**src/hdl/ecc_pkg.sv**
```systemverilog
`default_nettype none
// ----------------------------------------------------------------------------
// ecc_pkg: shared types, codes and tables of the epoch calendar converter
// Holds the transfer payload structures, the controller-to-datapath command
// and status structures, the datapath operation codes and the month tables.
// ----------------------------------------------------------------------------
package ecc_pkg;

    // Last representable instant: 2099-12-31 23:59:59.
    localparam logic [31:0] LAST_VALID_SECOND = 32'd3155759999;
    localparam logic [16:0] SECS_PER_DAY      = 17'd86400;
    localparam logic [16:0] SECS_PER_MIN      = 17'd60;
    localparam logic [16:0] DAYS_PER_WEEK     = 17'd7;
    localparam logic [15:0] QUAD_YEAR_DAYS    = 16'd1461;
    // Day zero (2000-01-01) was a Saturday.
    localparam logic [15:0] WEEKDAY_OFFSET    = 16'd6;

    // Datapath operations issued by the controller.
    localparam logic [3:0] OP_IDLE     = 4'd0;
    localparam logic [3:0] OP_LOAD     = 4'd1;
    localparam logic [3:0] OP_CHECK    = 4'd2;
    localparam logic [3:0] OP_DIV_LOAD = 4'd3;
    localparam logic [3:0] OP_DIV_TAKE = 4'd4;
    localparam logic [3:0] OP_MUL_H    = 4'd5;
    localparam logic [3:0] OP_MUL_M    = 4'd6;
    localparam logic [3:0] OP_MUL_S    = 4'd7;
    localparam logic [3:0] OP_YEAR     = 4'd8;
    localparam logic [3:0] OP_MONTH    = 4'd9;
    localparam logic [3:0] OP_EMIT     = 4'd10;

    // Which constant division the shared divider performs.
    localparam logic [1:0] DSEL_DAY = 2'd0;
    localparam logic [1:0] DSEL_SEC = 2'd1;
    localparam logic [1:0] DSEL_MIN = 2'd2;
    localparam logic [1:0] DSEL_WD  = 2'd3;

    typedef struct packed {
        logic        mode;
        logic [31:0] in_total_seconds;
        logic [6:0]  in_year_offset;
        logic [3:0]  in_month;
        logic [4:0]  in_day;
        logic [4:0]  in_hour;
        logic [5:0]  in_minute;
        logic [5:0]  in_second;
    } t_ecc_in;

    typedef struct packed {
        logic [31:0] out_total_seconds;
        logic [6:0]  out_year_offset;
        logic [3:0]  out_month;
        logic [4:0]  out_day;
        logic [4:0]  out_hour;
        logic [5:0]  out_minute;
        logic [5:0]  out_second;
        logic [2:0]  weekday;
        logic        bad_input;
    } t_ecc_out;

    typedef struct packed {
        logic [3:0] op;
        logic [1:0] div_sel;
    } t_ecc_cmd;

    typedef struct packed {
        logic mode;
        logic bad;
        logic div_done;
        logic year_done;
        logic month_done;
    } t_ecc_sts;

    function automatic logic [4:0] f_month_len(input logic [6:0] yoff,
                                               input logic [3:0] mon);
        logic [4:0] len;
        case (mon)
            4'd2:    len = (yoff[1:0] == 2'd0) ? 5'd29 : 5'd28;
            4'd4:    len = 5'd30;
            4'd6:    len = 5'd30;
            4'd9:    len = 5'd30;
            4'd11:   len = 5'd30;
            default: len = 5'd31;
        endcase
        return len;
    endfunction

    // Days in the months before the given one, in a common year.
    function automatic logic [8:0] f_days_before(input logic [3:0] mon);
        logic [8:0] d;
        case (mon)
            4'd2:    d = 9'd31;
            4'd3:    d = 9'd59;
            4'd4:    d = 9'd90;
            4'd5:    d = 9'd120;
            4'd6:    d = 9'd151;
            4'd7:    d = 9'd181;
            4'd8:    d = 9'd212;
            4'd9:    d = 9'd243;
            4'd10:   d = 9'd273;
            4'd11:   d = 9'd304;
            4'd12:   d = 9'd334;
            default: d = 9'd0;
        endcase
        return d;
    endfunction

endpackage
`default_nettype wire

```
**src/hdl/ecc_div.sv**
```systemverilog
`default_nettype none
// ----------------------------------------------------------------------------
// ecc_div: constant divider of the epoch calendar converter
// Divides by 86400, 60 or 7 with reciprocal multiplication. The quotient is
// registered after loading, and the remainder after it from that quotient.
// ----------------------------------------------------------------------------
module ecc_div (
    input  wire logic        i_clk,
    input  wire logic        i_rst_n,
    input  wire logic        i_load,
    input  wire logic [1:0]  i_sel,
    input  wire logic [31:0] i_num,
    output logic             o_done,
    output logic [15:0]      o_quo,
    output logic [16:0]      o_rem
);
    import ecc_pkg::*;

    // Reciprocals rounded up. 86400 is 128 times 675 and 60 is 4 times 15, so
    // the low bits are shifted off first. Each product then gives the exact
    // quotient over the whole range of dividends that the datapath presents.
    localparam logic [25:0] RECIP_675 = 26'd50903317;
    localparam logic [15:0] RECIP_15  = 16'd34953;
    localparam logic [15:0] RECIP_7   = 16'd37450;

    logic [31:0] r_num;
    logic [1:0]  r_sel;
    logic [15:0] r_quo;
    logic [16:0] r_rem;
    logic [1:0]  r_cnt;
    logic [50:0] prod_day;
    logic [30:0] prod_min;
    logic [31:0] prod_wd;
    logic [15:0] quo;
    logic [16:0] den;
    logic [31:0] back;
    logic [31:0] rem_full;

    always_comb begin
        prod_day = 51'(r_num[31:7]) * 51'(RECIP_675);
        prod_min = 31'(r_num[16:2]) * 31'(RECIP_15);
        prod_wd  = 32'(r_num[15:0]) * 32'(RECIP_7);
        case (r_sel)
            DSEL_DAY: begin
                quo = prod_day[50:35];
                den = SECS_PER_DAY;
            end
            DSEL_SEC, DSEL_MIN: begin
                quo = 16'(prod_min[30:19]);
                den = SECS_PER_MIN;
            end
            default: begin
                quo = 16'(prod_wd[31:18]);
                den = DAYS_PER_WEEK;
            end
        endcase
        back     = 32'(r_quo) * 32'(den);
        rem_full = r_num - back;
    end

    always_ff @(posedge i_clk) begin
        if (!i_rst_n) begin
            r_cnt <= '0;
        end else if (i_load) begin
            r_cnt <= 2'd2;
        end else if (r_cnt != 2'd0) begin
            r_cnt <= r_cnt - 2'd1;
        end
    end

    always_ff @(posedge i_clk) begin
        if (i_load) begin
            r_num <= i_num;
            r_sel <= i_sel;
        end else if (r_cnt == 2'd2) begin
            r_quo <= quo;
        end else if (r_cnt == 2'd1) begin
            r_rem <= rem_full[16:0];
        end
    end

    assign o_done = (r_cnt == 2'd0);
    assign o_quo  = r_quo;
    assign o_rem  = r_rem;

endmodule
`default_nettype wire

```
**src/hdl/ecc_dp.sv**
```systemverilog
`default_nettype none
// ----------------------------------------------------------------------------
// ecc_dp: datapath of the epoch calendar converter
// Holds the working registers, the field checks, the year and month walks,
// the constant multiplications and the shared divider.
// ----------------------------------------------------------------------------
module ecc_dp (
    input  wire logic             i_clk,
    input  wire logic             i_rst_n,
    input  wire ecc_pkg::t_ecc_in i_item,
    input  wire ecc_pkg::t_ecc_cmd i_cmd,
    output ecc_pkg::t_ecc_sts     o_sts,
    output ecc_pkg::t_ecc_out     o_result
);
    import ecc_pkg::*;

    t_ecc_in     r_in;
    t_ecc_out    r_out;
    logic        r_bad;
    logic [15:0] r_days;
    logic [15:0] r_rem_days;
    logic [31:0] r_acc;
    logic [16:0] r_sod;
    logic [10:0] r_mod;
    logic [6:0]  r_yoff;
    logic [3:0]  r_mon;
    logic [4:0]  r_day;
    logic [4:0]  r_hr;
    logic [5:0]  r_mi;
    logic [5:0]  r_se;
    logic [2:0]  r_wd;

    logic        bad_now;
    logic [15:0] date_days;
    logic [15:0] year_len;
    logic [4:0]  walk_month_len;
    logic        year_done;
    logic        month_done;
    logic [31:0] div_num;
    logic        div_load;
    logic        div_done;
    logic [15:0] div_quo;
    logic [16:0] div_rem;
    t_ecc_out    bad_result;

    // Range checks on the captured item.
    always_comb begin
        if (!r_in.mode) begin
            bad_now = (r_in.in_total_seconds > LAST_VALID_SECOND);
        end else begin
            bad_now = (r_in.in_year_offset > 7'd99) || (r_in.in_month < 4'd1) ||
                      (r_in.in_month > 4'd12) || (r_in.in_day < 5'd1) ||
                      (r_in.in_day > f_month_len(r_in.in_year_offset, r_in.in_month)) ||
                      (r_in.in_hour > 5'd23) || (r_in.in_minute > 6'd59) ||
                      (r_in.in_second > 6'd59);
        end
    end

    // Day number of a date, counted from 2000-01-01 as day zero.
    always_comb begin
        date_days = 16'(r_in.in_day) + 16'(f_days_before(r_in.in_month)) +
                    16'(((r_in.in_month > 4'd2) && (r_in.in_year_offset[1:0] == 2'd0))
                        ? 1'b1 : 1'b0) +
                    16'(16'(r_in.in_year_offset) * 16'd365) +
                    16'((8'(r_in.in_year_offset) + 8'd3) >> 2) - 16'd1;
    end

    always_comb begin
        year_len       = (r_yoff[1:0] == 2'd0) ? 16'd366 : 16'd365;
        walk_month_len = f_month_len(r_yoff, r_mon);
        year_done      = (r_rem_days < QUAD_YEAR_DAYS) && (r_rem_days < year_len);
        month_done     = (r_mon == 4'd12) || (r_rem_days < 16'(walk_month_len));
    end

    always_comb begin
        div_load = (i_cmd.op == OP_DIV_LOAD);
        case (i_cmd.div_sel)
            DSEL_DAY: div_num = r_in.in_total_seconds;
            DSEL_SEC: div_num = 32'(r_sod);
            DSEL_MIN: div_num = 32'(r_mod);
            default:  div_num = 32'(16'(r_days + WEEKDAY_OFFSET));
        endcase
    end

    // Result of a request that could not be converted.
    always_comb begin
        bad_result           = '0;
        bad_result.bad_input = 1'b1;
    end

    ecc_div u_div (
        .i_clk   (i_clk),
        .i_rst_n (i_rst_n),
        .i_load  (div_load),
        .i_sel   (i_cmd.div_sel),
        .i_num   (div_num),
        .o_done  (div_done),
        .o_quo   (div_quo),
        .o_rem   (div_rem)
    );

    always_ff @(posedge i_clk) begin
        case (i_cmd.op)
            OP_LOAD: begin
                r_in <= i_item;
            end
            OP_CHECK: begin
                r_bad <= bad_now;
                if (!r_in.mode) begin
                    r_acc  <= r_in.in_total_seconds;
                    r_yoff <= '0;
                    r_mon  <= 4'd1;
                end else begin
                    r_days <= date_days;
                    r_yoff <= r_in.in_year_offset;
                    r_mon  <= r_in.in_month;
                    r_day  <= r_in.in_day;
                    r_hr   <= r_in.in_hour;
                    r_mi   <= r_in.in_minute;
                    r_se   <= r_in.in_second;
                end
            end
            OP_DIV_TAKE: begin
                case (i_cmd.div_sel)
                    DSEL_DAY: begin
                        r_days     <= div_quo;
                        r_rem_days <= div_quo;
                        r_sod      <= div_rem;
                    end
                    DSEL_SEC: begin
                        r_mod <= div_quo[10:0];
                        r_se  <= div_rem[5:0];
                    end
                    DSEL_MIN: begin
                        r_hr <= div_quo[4:0];
                        r_mi <= div_rem[5:0];
                    end
                    default: begin
                        r_wd <= div_rem[2:0];
                    end
                endcase
            end
            OP_MUL_H: begin
                r_acc <= 32'(r_days) * 32'd24 + 32'(r_hr);
            end
            OP_MUL_M: begin
                r_acc <= 32'(r_acc * 32'd60) + 32'(r_mi);
            end
            OP_MUL_S: begin
                r_acc <= 32'(r_acc * 32'd60) + 32'(r_se);
            end
            OP_YEAR: begin
                // Whole four-year blocks first, then single years.
                if (r_rem_days >= QUAD_YEAR_DAYS) begin
                    r_rem_days <= r_rem_days - QUAD_YEAR_DAYS;
                    r_yoff     <= r_yoff + 7'd4;
                end else if (r_rem_days >= year_len) begin
                    r_rem_days <= r_rem_days - year_len;
                    r_yoff     <= r_yoff + 7'd1;
                end
            end
            OP_MONTH: begin
                if (month_done) begin
                    r_day <= 5'(r_rem_days + 16'd1);
                end else begin
                    r_rem_days <= r_rem_days - 16'(walk_month_len);
                    r_mon      <= r_mon + 4'd1;
                end
            end
            OP_EMIT: begin
                if (r_bad) begin
                    r_out <= bad_result;
                end else begin
                    r_out.out_total_seconds <= r_acc;
                    r_out.out_year_offset   <= r_yoff;
                    r_out.out_month         <= r_mon;
                    r_out.out_day           <= r_day;
                    r_out.out_hour          <= r_hr;
                    r_out.out_minute        <= r_mi;
                    r_out.out_second        <= r_se;
                    r_out.weekday           <= r_wd;
                    r_out.bad_input         <= 1'b0;
                end
            end
            default: begin
            end
        endcase
    end

    always_comb begin
        o_sts.mode       = r_in.mode;
        o_sts.bad        = bad_now;
        o_sts.div_done   = div_done;
        o_sts.year_done  = year_done;
        o_sts.month_done = month_done;
    end

    assign o_result = r_out;

endmodule
`default_nettype wire

```
**src/hdl/ecc_ctrl.sv**
```systemverilog
`default_nettype none
// ----------------------------------------------------------------------------
// ecc_ctrl: sequencing state machine of the epoch calendar converter
// Steps the datapath through checking, division, multiplication and the
// calendar walks, and raises the result strobe.
// ----------------------------------------------------------------------------
module ecc_ctrl (
    input  wire logic              i_clk,
    input  wire logic              i_rst_n,
    input  wire logic              i_start,
    input  wire ecc_pkg::t_ecc_sts i_sts,
    output ecc_pkg::t_ecc_cmd      o_cmd,
    output logic                   o_busy,
    output logic                   o_done
);
    import ecc_pkg::*;

    localparam logic [3:0] S_IDLE  = 4'd0;
    localparam logic [3:0] S_CHECK = 4'd1;
    localparam logic [3:0] S_DVL   = 4'd2;
    localparam logic [3:0] S_DVR   = 4'd3;
    localparam logic [3:0] S_MULH  = 4'd4;
    localparam logic [3:0] S_MULM  = 4'd5;
    localparam logic [3:0] S_MULS  = 4'd6;
    localparam logic [3:0] S_YEAR  = 4'd7;
    localparam logic [3:0] S_MONTH = 4'd8;
    localparam logic [3:0] S_EMIT  = 4'd9;

    logic [3:0] r_state, n_state;
    logic [1:0] r_sel, n_sel;
    logic       r_done, n_done;

    always_comb begin
        n_state       = r_state;
        n_sel         = r_sel;
        n_done        = 1'b0;
        o_cmd.op      = OP_IDLE;
        o_cmd.div_sel = r_sel;
        case (r_state)
            S_IDLE: begin
                if (i_start) begin
                    o_cmd.op = OP_LOAD;
                    n_state  = S_CHECK;
                end
            end
            S_CHECK: begin
                o_cmd.op = OP_CHECK;
                if (i_sts.bad) begin
                    n_state = S_EMIT;
                end else if (!i_sts.mode) begin
                    n_sel   = DSEL_DAY;
                    n_state = S_DVL;
                end else begin
                    n_state = S_MULH;
                end
            end
            S_DVL: begin
                o_cmd.op = OP_DIV_LOAD;
                n_state  = S_DVR;
            end
            S_DVR: begin
                if (i_sts.div_done) begin
                    o_cmd.op = OP_DIV_TAKE;
                    case (r_sel)
                        DSEL_DAY: begin
                            n_sel   = DSEL_SEC;
                            n_state = S_DVL;
                        end
                        DSEL_SEC: begin
                            n_sel   = DSEL_MIN;
                            n_state = S_DVL;
                        end
                        DSEL_MIN: begin
                            n_sel   = DSEL_WD;
                            n_state = S_DVL;
                        end
                        default: begin
                            n_state = i_sts.mode ? S_EMIT : S_YEAR;
                        end
                    endcase
                end
            end
            S_MULH: begin
                o_cmd.op = OP_MUL_H;
                n_state  = S_MULM;
            end
            S_MULM: begin
                o_cmd.op = OP_MUL_M;
                n_state  = S_MULS;
            end
            S_MULS: begin
                o_cmd.op = OP_MUL_S;
                n_sel    = DSEL_WD;
                n_state  = S_DVL;
            end
            S_YEAR: begin
                o_cmd.op = OP_YEAR;
                if (i_sts.year_done) begin
                    n_state = S_MONTH;
                end
            end
            S_MONTH: begin
                o_cmd.op = OP_MONTH;
                if (i_sts.month_done) begin
                    n_state = S_EMIT;
                end
            end
            S_EMIT: begin
                o_cmd.op = OP_EMIT;
                n_done   = 1'b1;
                n_state  = S_IDLE;
            end
            default: begin
                n_state = S_IDLE;
            end
        endcase
    end

    always_ff @(posedge i_clk) begin
        if (!i_rst_n) begin
            r_state <= S_IDLE;
            r_sel   <= DSEL_DAY;
            r_done  <= 1'b0;
        end else begin
            r_state <= n_state;
            r_sel   <= n_sel;
            r_done  <= n_done;
        end
    end

    assign o_busy = (r_state != S_IDLE);
    assign o_done = r_done;

endmodule
`default_nettype wire

```
**src/hdl/epoch_calendar_converter.sv**
```systemverilog
`default_nettype none
// ----------------------------------------------------------------------------
// epoch_calendar_converter: seconds since 2000 to and from calendar fields
// Converts a seconds count from 2000-01-01 00:00:00 into calendar fields and
// weekday, or combines those fields into a seconds count, for 2000 to 2099.
// ----------------------------------------------------------------------------
// A request is transferred on a rising edge where start is high and busy is
// low; i_item carries the mode and the fields. The result stays on o_result
// until the next one, marked by o_done for exactly one cycle. The receiver
// cannot stall it, and a new request may be transferred in that same cycle.
// Splitting seconds runs a check, four constant divisions, the year walk
// (four-year blocks, then up to three single years), the month walk and the
// output step, which registers the result and the strobe together. Combining
// fields runs the check, three multiplies, the weekday division and the
// output step. A rejected request goes from the check to the output step.
// One request is handled at a time: a new one is taken only while busy is low.
// Reset: a synchronous low i_rst_n returns the sequencer to idle and clears
// the strobe.
// ----------------------------------------------------------------------------
module epoch_calendar_converter (
    input  wire logic              i_clk,
    input  wire logic              i_rst_n,
    input  wire logic              start,
    input  wire ecc_pkg::t_ecc_in  i_item,
    output logic                   busy,
    output logic                   o_done,
    output ecc_pkg::t_ecc_out      o_result
);
    import ecc_pkg::*;

    t_ecc_cmd cmd;
    t_ecc_sts sts;

    // The controller sequences the work; it sees only start and the status bundle.
    ecc_ctrl u_ctrl (
        .i_clk   (i_clk),
        .i_rst_n (i_rst_n),
        .i_start (start),
        .i_sts   (sts),
        .o_cmd   (cmd),
        .o_busy  (busy),
        .o_done  (o_done)
    );

    // The datapath holds the request, the working registers and the
    // result register, which is loaded in the same cycle the strobe is set.
    ecc_dp u_dp (
        .i_clk    (i_clk),
        .i_rst_n  (i_rst_n),
        .i_item   (i_item),
        .i_cmd    (cmd),
        .o_sts    (sts),
        .o_result (o_result)
    );

endmodule
`default_nettype wire

```
**config.mk**
```make
export PLATFORM = sky130hd
export DESIGN_NAME = epoch_calendar_converter
export DESIGN_NICKNAME = d
export VERILOG_FILES = /design/src/hdl/ecc_pkg.sv /design/src/hdl/ecc_div.sv /design/src/hdl/ecc_dp.sv /design/src/hdl/ecc_ctrl.sv /design/src/hdl/epoch_calendar_converter.sv
export SDC_FILE = /design/constraint.sdc
export NUM_CORES = 2
export LEC_CHECK = 0
export BUFFER_PORTS_ARGS = -buffer_cell sky130_fd_sc_hd__buf_2
export CORE_MARGIN = 4
export CORE_UTILIZATION = 40
export CTS_CLUSTER_DIAMETER = 60
export DETAILED_ROUTE_END_ITERATION = 8
export SLEW_MARGIN = 20
export SYNTH_ARGS = -nofsm -noshare
export SYNTH_HDL_FRONTEND = slang
export SYNTH_SLANG_ARGS = --single-unit
```
**constraint.sdc**
```tcl
create_clock -name i_clk -period 12.82 [get_ports i_clk]
set_input_delay 0.641 -clock i_clk [delete_from_list [all_inputs] [get_ports i_clk]]
set_output_delay 0.641 -clock i_clk [all_outputs]
set_load 0.05 [all_outputs]
```
# After elaboration in Yosys (flattened, before gate mapping)
# Memories as Yosys holds them, arrays and structs flattened. A register that Yosys moved wholly into a read port is not among the register bits.
# Index checks and enable logic that the tools add are counted.
# W data, S select, Z words.
# totals
wordCells,242
n_memories,1
ff_bits,340
mem_bits_ro,144
# classes
n_mux,61
magnitude_cmp,15
n_reduce_logical,45
eq_ne,51
multipliers,7
add_sub_neg,19
bitwise,4
# memory_table
name,words,word_bits,read_ports,rd_ports_with_merged_regs,wr,line,text
(name not given),16,9,1,1,0,ecc_pkg.sv:90,case (mon)
# op_table
op,n
$pmux W32 S4,1
$pmux W32 S3,1
$mux W16,5
$add A32 B6 Y32,2
$pmux W16 S2,2
$mul A25 B26 Y51 const B,1
$eq A4 B3 Y1 const B,12
$pmux W16 S3,1
$eq A4 B4 Y1 const B,10
$mux W4,10
$pmux W4 S10,1
$pmux W5 S2,4
$pmux W4 S9,1
$pmux W17 S2,1
$add A16 B16 Y16,2
$gt A32 B32 Y1 const B,1
$mul A32 B4 Y30 const B,1
$mux W32,1
$mul A15 B16 Y31 const B,1
$mul A16 B15 Y31 const B,1
$mux W5,5
$eq A4 B2 Y1 const B,6
$mux W6,4
$pmux W6 S2,2
60 further kinds,126

# Logic depth before layout (Yosys ltp)
# logic_depth
ltp_word,12
depth_mapped,28

# Modules after synthesis
# A second synthesis with hierarchy kept.
# hier_totals
cells_unflattened,4012
area_unflattened_um2,41194.5
# by_module_without_submodules
module,area_each_um2,cells_each,instances,seq_area_each_um2
ecc_div,21239.1,2113,1,2052.0
ecc_dp,19314.8,1814,1,8107.8
ecc_ctrl,640.6,85,1,140.1

# Worst setup path after synthesis
# OpenSTA, ideal clock, no wires.
# synth_timing
kind,register to register
from,reg u_dp.u_div.r_num[12]
to,"reg u_dp.u_div.r_quo[15], in the netlist u_dp.u_div.o_quo[15] (data pin)"
path_stages_with_launch,24
slack_ns,6.237
arrival_time_ns,6.320
setup_ns,0.262
synth_period_minus_slack_ns,6.583
required_time_ns,12.558
cell_sequence,edfxtp_1 inv_1 ha_1 inv_1 fa_1 ha_1 inv_1 fa_1 inv_1 fa_1 inv_1 fa_1 inv_1 fa_1 ha_1 nand2_1 or4_1 a31o_2 a21oi_1 a41oi_1 a21oi_1 a31oi_1 xnor2_1 nor2_1
# synth_via
elab_chain_cells,2
# synth_lines
element,line,text
start: declaration,ecc_div.sv:26,logic [31:0] r_num;
start signal: assignment,ecc_div.sv:73,r_num <= i_num;
$mul A25 B26 Y51,ecc_div.sv:40,prod_day = 51'(r_num[31:7]) * 51'(RECIP_675);
$pmux W16 S2,ecc_div.sv:43,case (r_sel)
via u_dp.u_div.quo[15],ecc_div.sv:34,logic [15:0] quo;
end signal: assignment,ecc_div.sv:76,r_quo <= quo;
end: declaration,ecc_div.sv:28,logic [15:0] r_quo;
# The timed path passes the listed nets, and every way through them passes these cells.
# A chain may end at the register's enable or synchronous reset.

# Worst setup path after layout
# Same ends and word-level chain as after synthesis.

==> results.yml <==
setup_path:
  rr_worst_depth: 23
  path_class: "flip-flop to flip-flop"
  path_max_fanout: 16
  cp_num_buf_inv: 6
  cp_common_cell: "inv_1"
  worstPathCellList: "inv_1 > ha_1 > inv_1 > fa_1 > ha_1 > inv_1 > fa_1 > inv_1 > fa_1 > inv_1 > fa_1 > inv_1 > fa_1 > ha_1 > nand2_1 > or4_1 > a31o_2 > a21oi_1 > a41oi_1 > a21oi_1 > a31oi_1 > xnor2_1 > nor2_1"
  crit_arrival_ps: 8010
  reg2reg_slack_ps: 5130
  critPathRequiredTime_ps: 13140
  critPathLaunchType: "flip-flop"
  critical_path.top_delay_family: "adder cells"
  worstSetupEndpoint: "u_dp.u_div.o_quo[15]$_DFFE_PP_"
  crit_slowest_cell: "edfxtp_1"
  max_stage_delay_ps: 870
  startpoint: "u_dp.u_div.r_num[12]$_DFFE_PP_"
  crit_cells: 23
  regToRegEndpoint: "u_dp.u_div.o_quo[15]$_DFFE_PP_"
  rr_startpoint: "u_dp.u_div.r_num[12]$_DFFE_PP_"
  cp-end-kind: "flip-flop"
timing:
  skew_ps: 21.3
  worst_slack_ps: 5130
  rsz0062_at_grt: "no"
  period_share_pct: 60.0
  tightest_slew_ps: 993
  max_freq_mhz: 130
  hold_viol_final: 0
  min_period_ps: 7690
  slew-limit-headroom_pct: 33.1
  finalMaxSlewViolations: 0
  setup-violations-final: 0
  setup_tns_ps: 0
final_layout:
  final_cell_mix: "inv_1 (733), ha_1 (710), fa_1 (414), edfxtp_1 (331), nand2_1 (231)"
  drive_gt1_share_pct: 7.01
  layout_commonest_cell: "inv_1"
  area_growth_pct: 9.26
  antenna_cells: 0
  final_area_um2: 43700
  nFillCells: 9335
  fin_nets: 5138
  final_cells: 5266
drt:
  first_pass_iters: 9
  vias: 27500
  finalWirelength_mm: 102
  wl_per_cell_um: 19.4
  viasPerCell: 5.22
  drt_iter0_drc: 1848
  ant_nets: 0
  drc_errors: 0
placed_design:
  placed_area_um2: 42300
  preCtsSetupSlack_ps: 5120
  dp_cells: 5187
  post-dp-hpwl_mm: 82.9
  place_congestion: 0.956
  io_buffer_count: 139
run_status:
  status: "finished, final reports clean"
synthesis:
  synth_edf_count: 331
  synth_area_um2: 40000
  synth_nets: 5001
  ys_warn_count: 0
  synth.distinct_cells: 88
  ys.flop_type: "edfxtp_1"
  synth-seq-cells: 349
  synthCells: 3808
  ys_seq_area_share_pct: 25.7
  avgSynthCellArea_um2: 10.5
  postSynth.asyncResetShare_pct: 0
grt:
  grt_max_degree: 70
  grt-ovfl-total: 0
  grt_first_pass_wirelength_mm: 161
  grt_use_total_pct: 19.3
  antenna_found_initial: 3
  grt_pass1_vias: 28000
die:
  core_um2: 98900
  rows: 115
  ios: 140
  initial_core_util_pct: 40.5
  die-area_um2: 105000
  die_w_um: 324
  die_height_um: 324
cts:
  cts_setup_buffers: 0
  clockBufferDepth: 3
  clk_pin_slew_ps: 60
  cts_htree_levels: 2
  hold_buffers: 0
  ctsResizeCount: 0
  clock_sinks: 349
  clk_latency_ps: 580
  cts_tree: "built"
  root_buffer: "clkbuf_16"
  cts-buffers-inserted: 42
run:
  cap_viol_max_count: 0
hold_path:
  hold_path_depth: 1
  min_path_type: "primary input to flip-flop"
## Yosys cell counts, types with 23 or more instances
| master | count | share of area, % |
|---|---|---|
| nand3_1 | 53 | 0.66 |
| a21o_1 | 61 | 1.1 |
| and2_1 | 31 | 0.48 |
| nand2_1 | 231 | 2.2 |
| xnor2_1 | 136 | 3.0 |
| nand2b_1 | 30 | 0.47 |
| edfxtp_1 | 331 | 25 |
| fa_1 | 414 | 21 |
| a21oi_1 | 146 | 1.8 |
| nand4_1 | 24 | 0.38 |
| nor2b_1 | 96 | 1.5 |
| clkbuf_1 | 68 | 0.64 |
| nor2_1 | 134 | 1.3 |
| inv_1 | 734 | 6.9 |
| ha_1 | 710 | 22 |
| o21bai_1 | 23 | 0.43 |
| o21ai_0 | 115 | 1.4 |
| xor2_1 | 75 | 1.6 |
## state kept, by name, summed over array words and instances (netlist names), 7 cells and up, named ones only
signal	cells
u_dp.r_in	65
u_dp.r_sod	17
u_dp.r_rem_days	16
u_dp.u_div.o_quo	16
u_dp.u_div.o_rem	17
u_dp.r_acc	32
u_dp.r_mod	11
u_dp.o_result	69
u_dp.u_div.r_num	32
u_dp.r_days	16
u_dp.r_yoff	7
## worst reg2reg max path, cell delays in order (launching register included)
cell and delay, ps:
edfxtp_1 870, inv_1 360, ha_1 430, inv_1 80
fa_1 460, ha_1 290, inv_1 50, fa_1 490
inv_1 50, fa_1 480, inv_1 60, fa_1 530
inv_1 60, fa_1 480, ha_1 320, nand2_1 50
or4_1 530, a31o_2 280, a21oi_1 560, a41oi_1 310
a21oi_1 320, a31oi_1 140, xnor2_1 170, nor2_1 60
## kinds of logic after synthesis
| kind of cell | after synthesis | synth area share, % |
|---|---|---|
| buf+inv | 810 | 7.60 |
| xor+xnor | 212 | 4.66 |
| mux | 29 | 0.760 |
| flops | 349 | 25.7 |
| simple gates | 699 | 8.61 |
| compound gates | 585 | 9.75 |
| fa+ha+maj | 1124 | 42.9 |
## area by class of cell
cell class	count	area (um^2)	share of cell area, %
Clock buffer	48	1090	2.50
Clock inverter	30	300	0.687
Inverter	734	2760	6.30
Multi-Input combinational cell	2649	26700	61.1
Sequential cell	349	10300	23.5
Tap cell	1287	1610	3.68
Timing Repair Buffer	169	941	2.15
## per-layer routing
metal	GRT usage [%]	routed length, um
met4	4.20	2170
met3	2.39	5250
met1	27.8	47800
met2	31.3	47100
met5	0	0
## metrics by stage
| step | util [%] | hold slack (ps) |
|---|---|---|
| 2_1_floorplan | - | 400 |
| 5_1_grt | 44.2 | 204 |
| 6_report | 44.2 | 231 |
| 4_1_cts | 44.2 | 187 |
| 3_5_place_dp | 42.8 | 406 |
| 3_3_place_gp | 42.8 | 405 |
## how the worst min path moves through the flow
stage                                         startpoint                  endpoint  slack [ps]
final                                         i_item[26]   u_dp.r_in[26]$_DFFE_PN_         230
after global routing                          i_item[19]   u_dp.r_in[19]$_DFFE_PN_         200
after CTS                                     i_item[26]   u_dp.r_in[26]$_DFFE_PN_         190
after detailed placement   u_dp.u_div.o_rem[8]$_DFFE_PP_   u_dp.r_sod[8]$_DFFE_PP_         410
after global placement     u_dp.u_div.o_rem[8]$_DFFE_PP_   u_dp.r_sod[8]$_DFFE_PP_         400
after floorplan           u_dp.u_div.o_rem[10]$_DFFE_PP_  u_dp.r_sod[10]$_DFFE_PP_         400
Power is left out: the tool's default activity adds up to more than one toggle a clock period on the data nets, which glitch-free logic cannot reach.
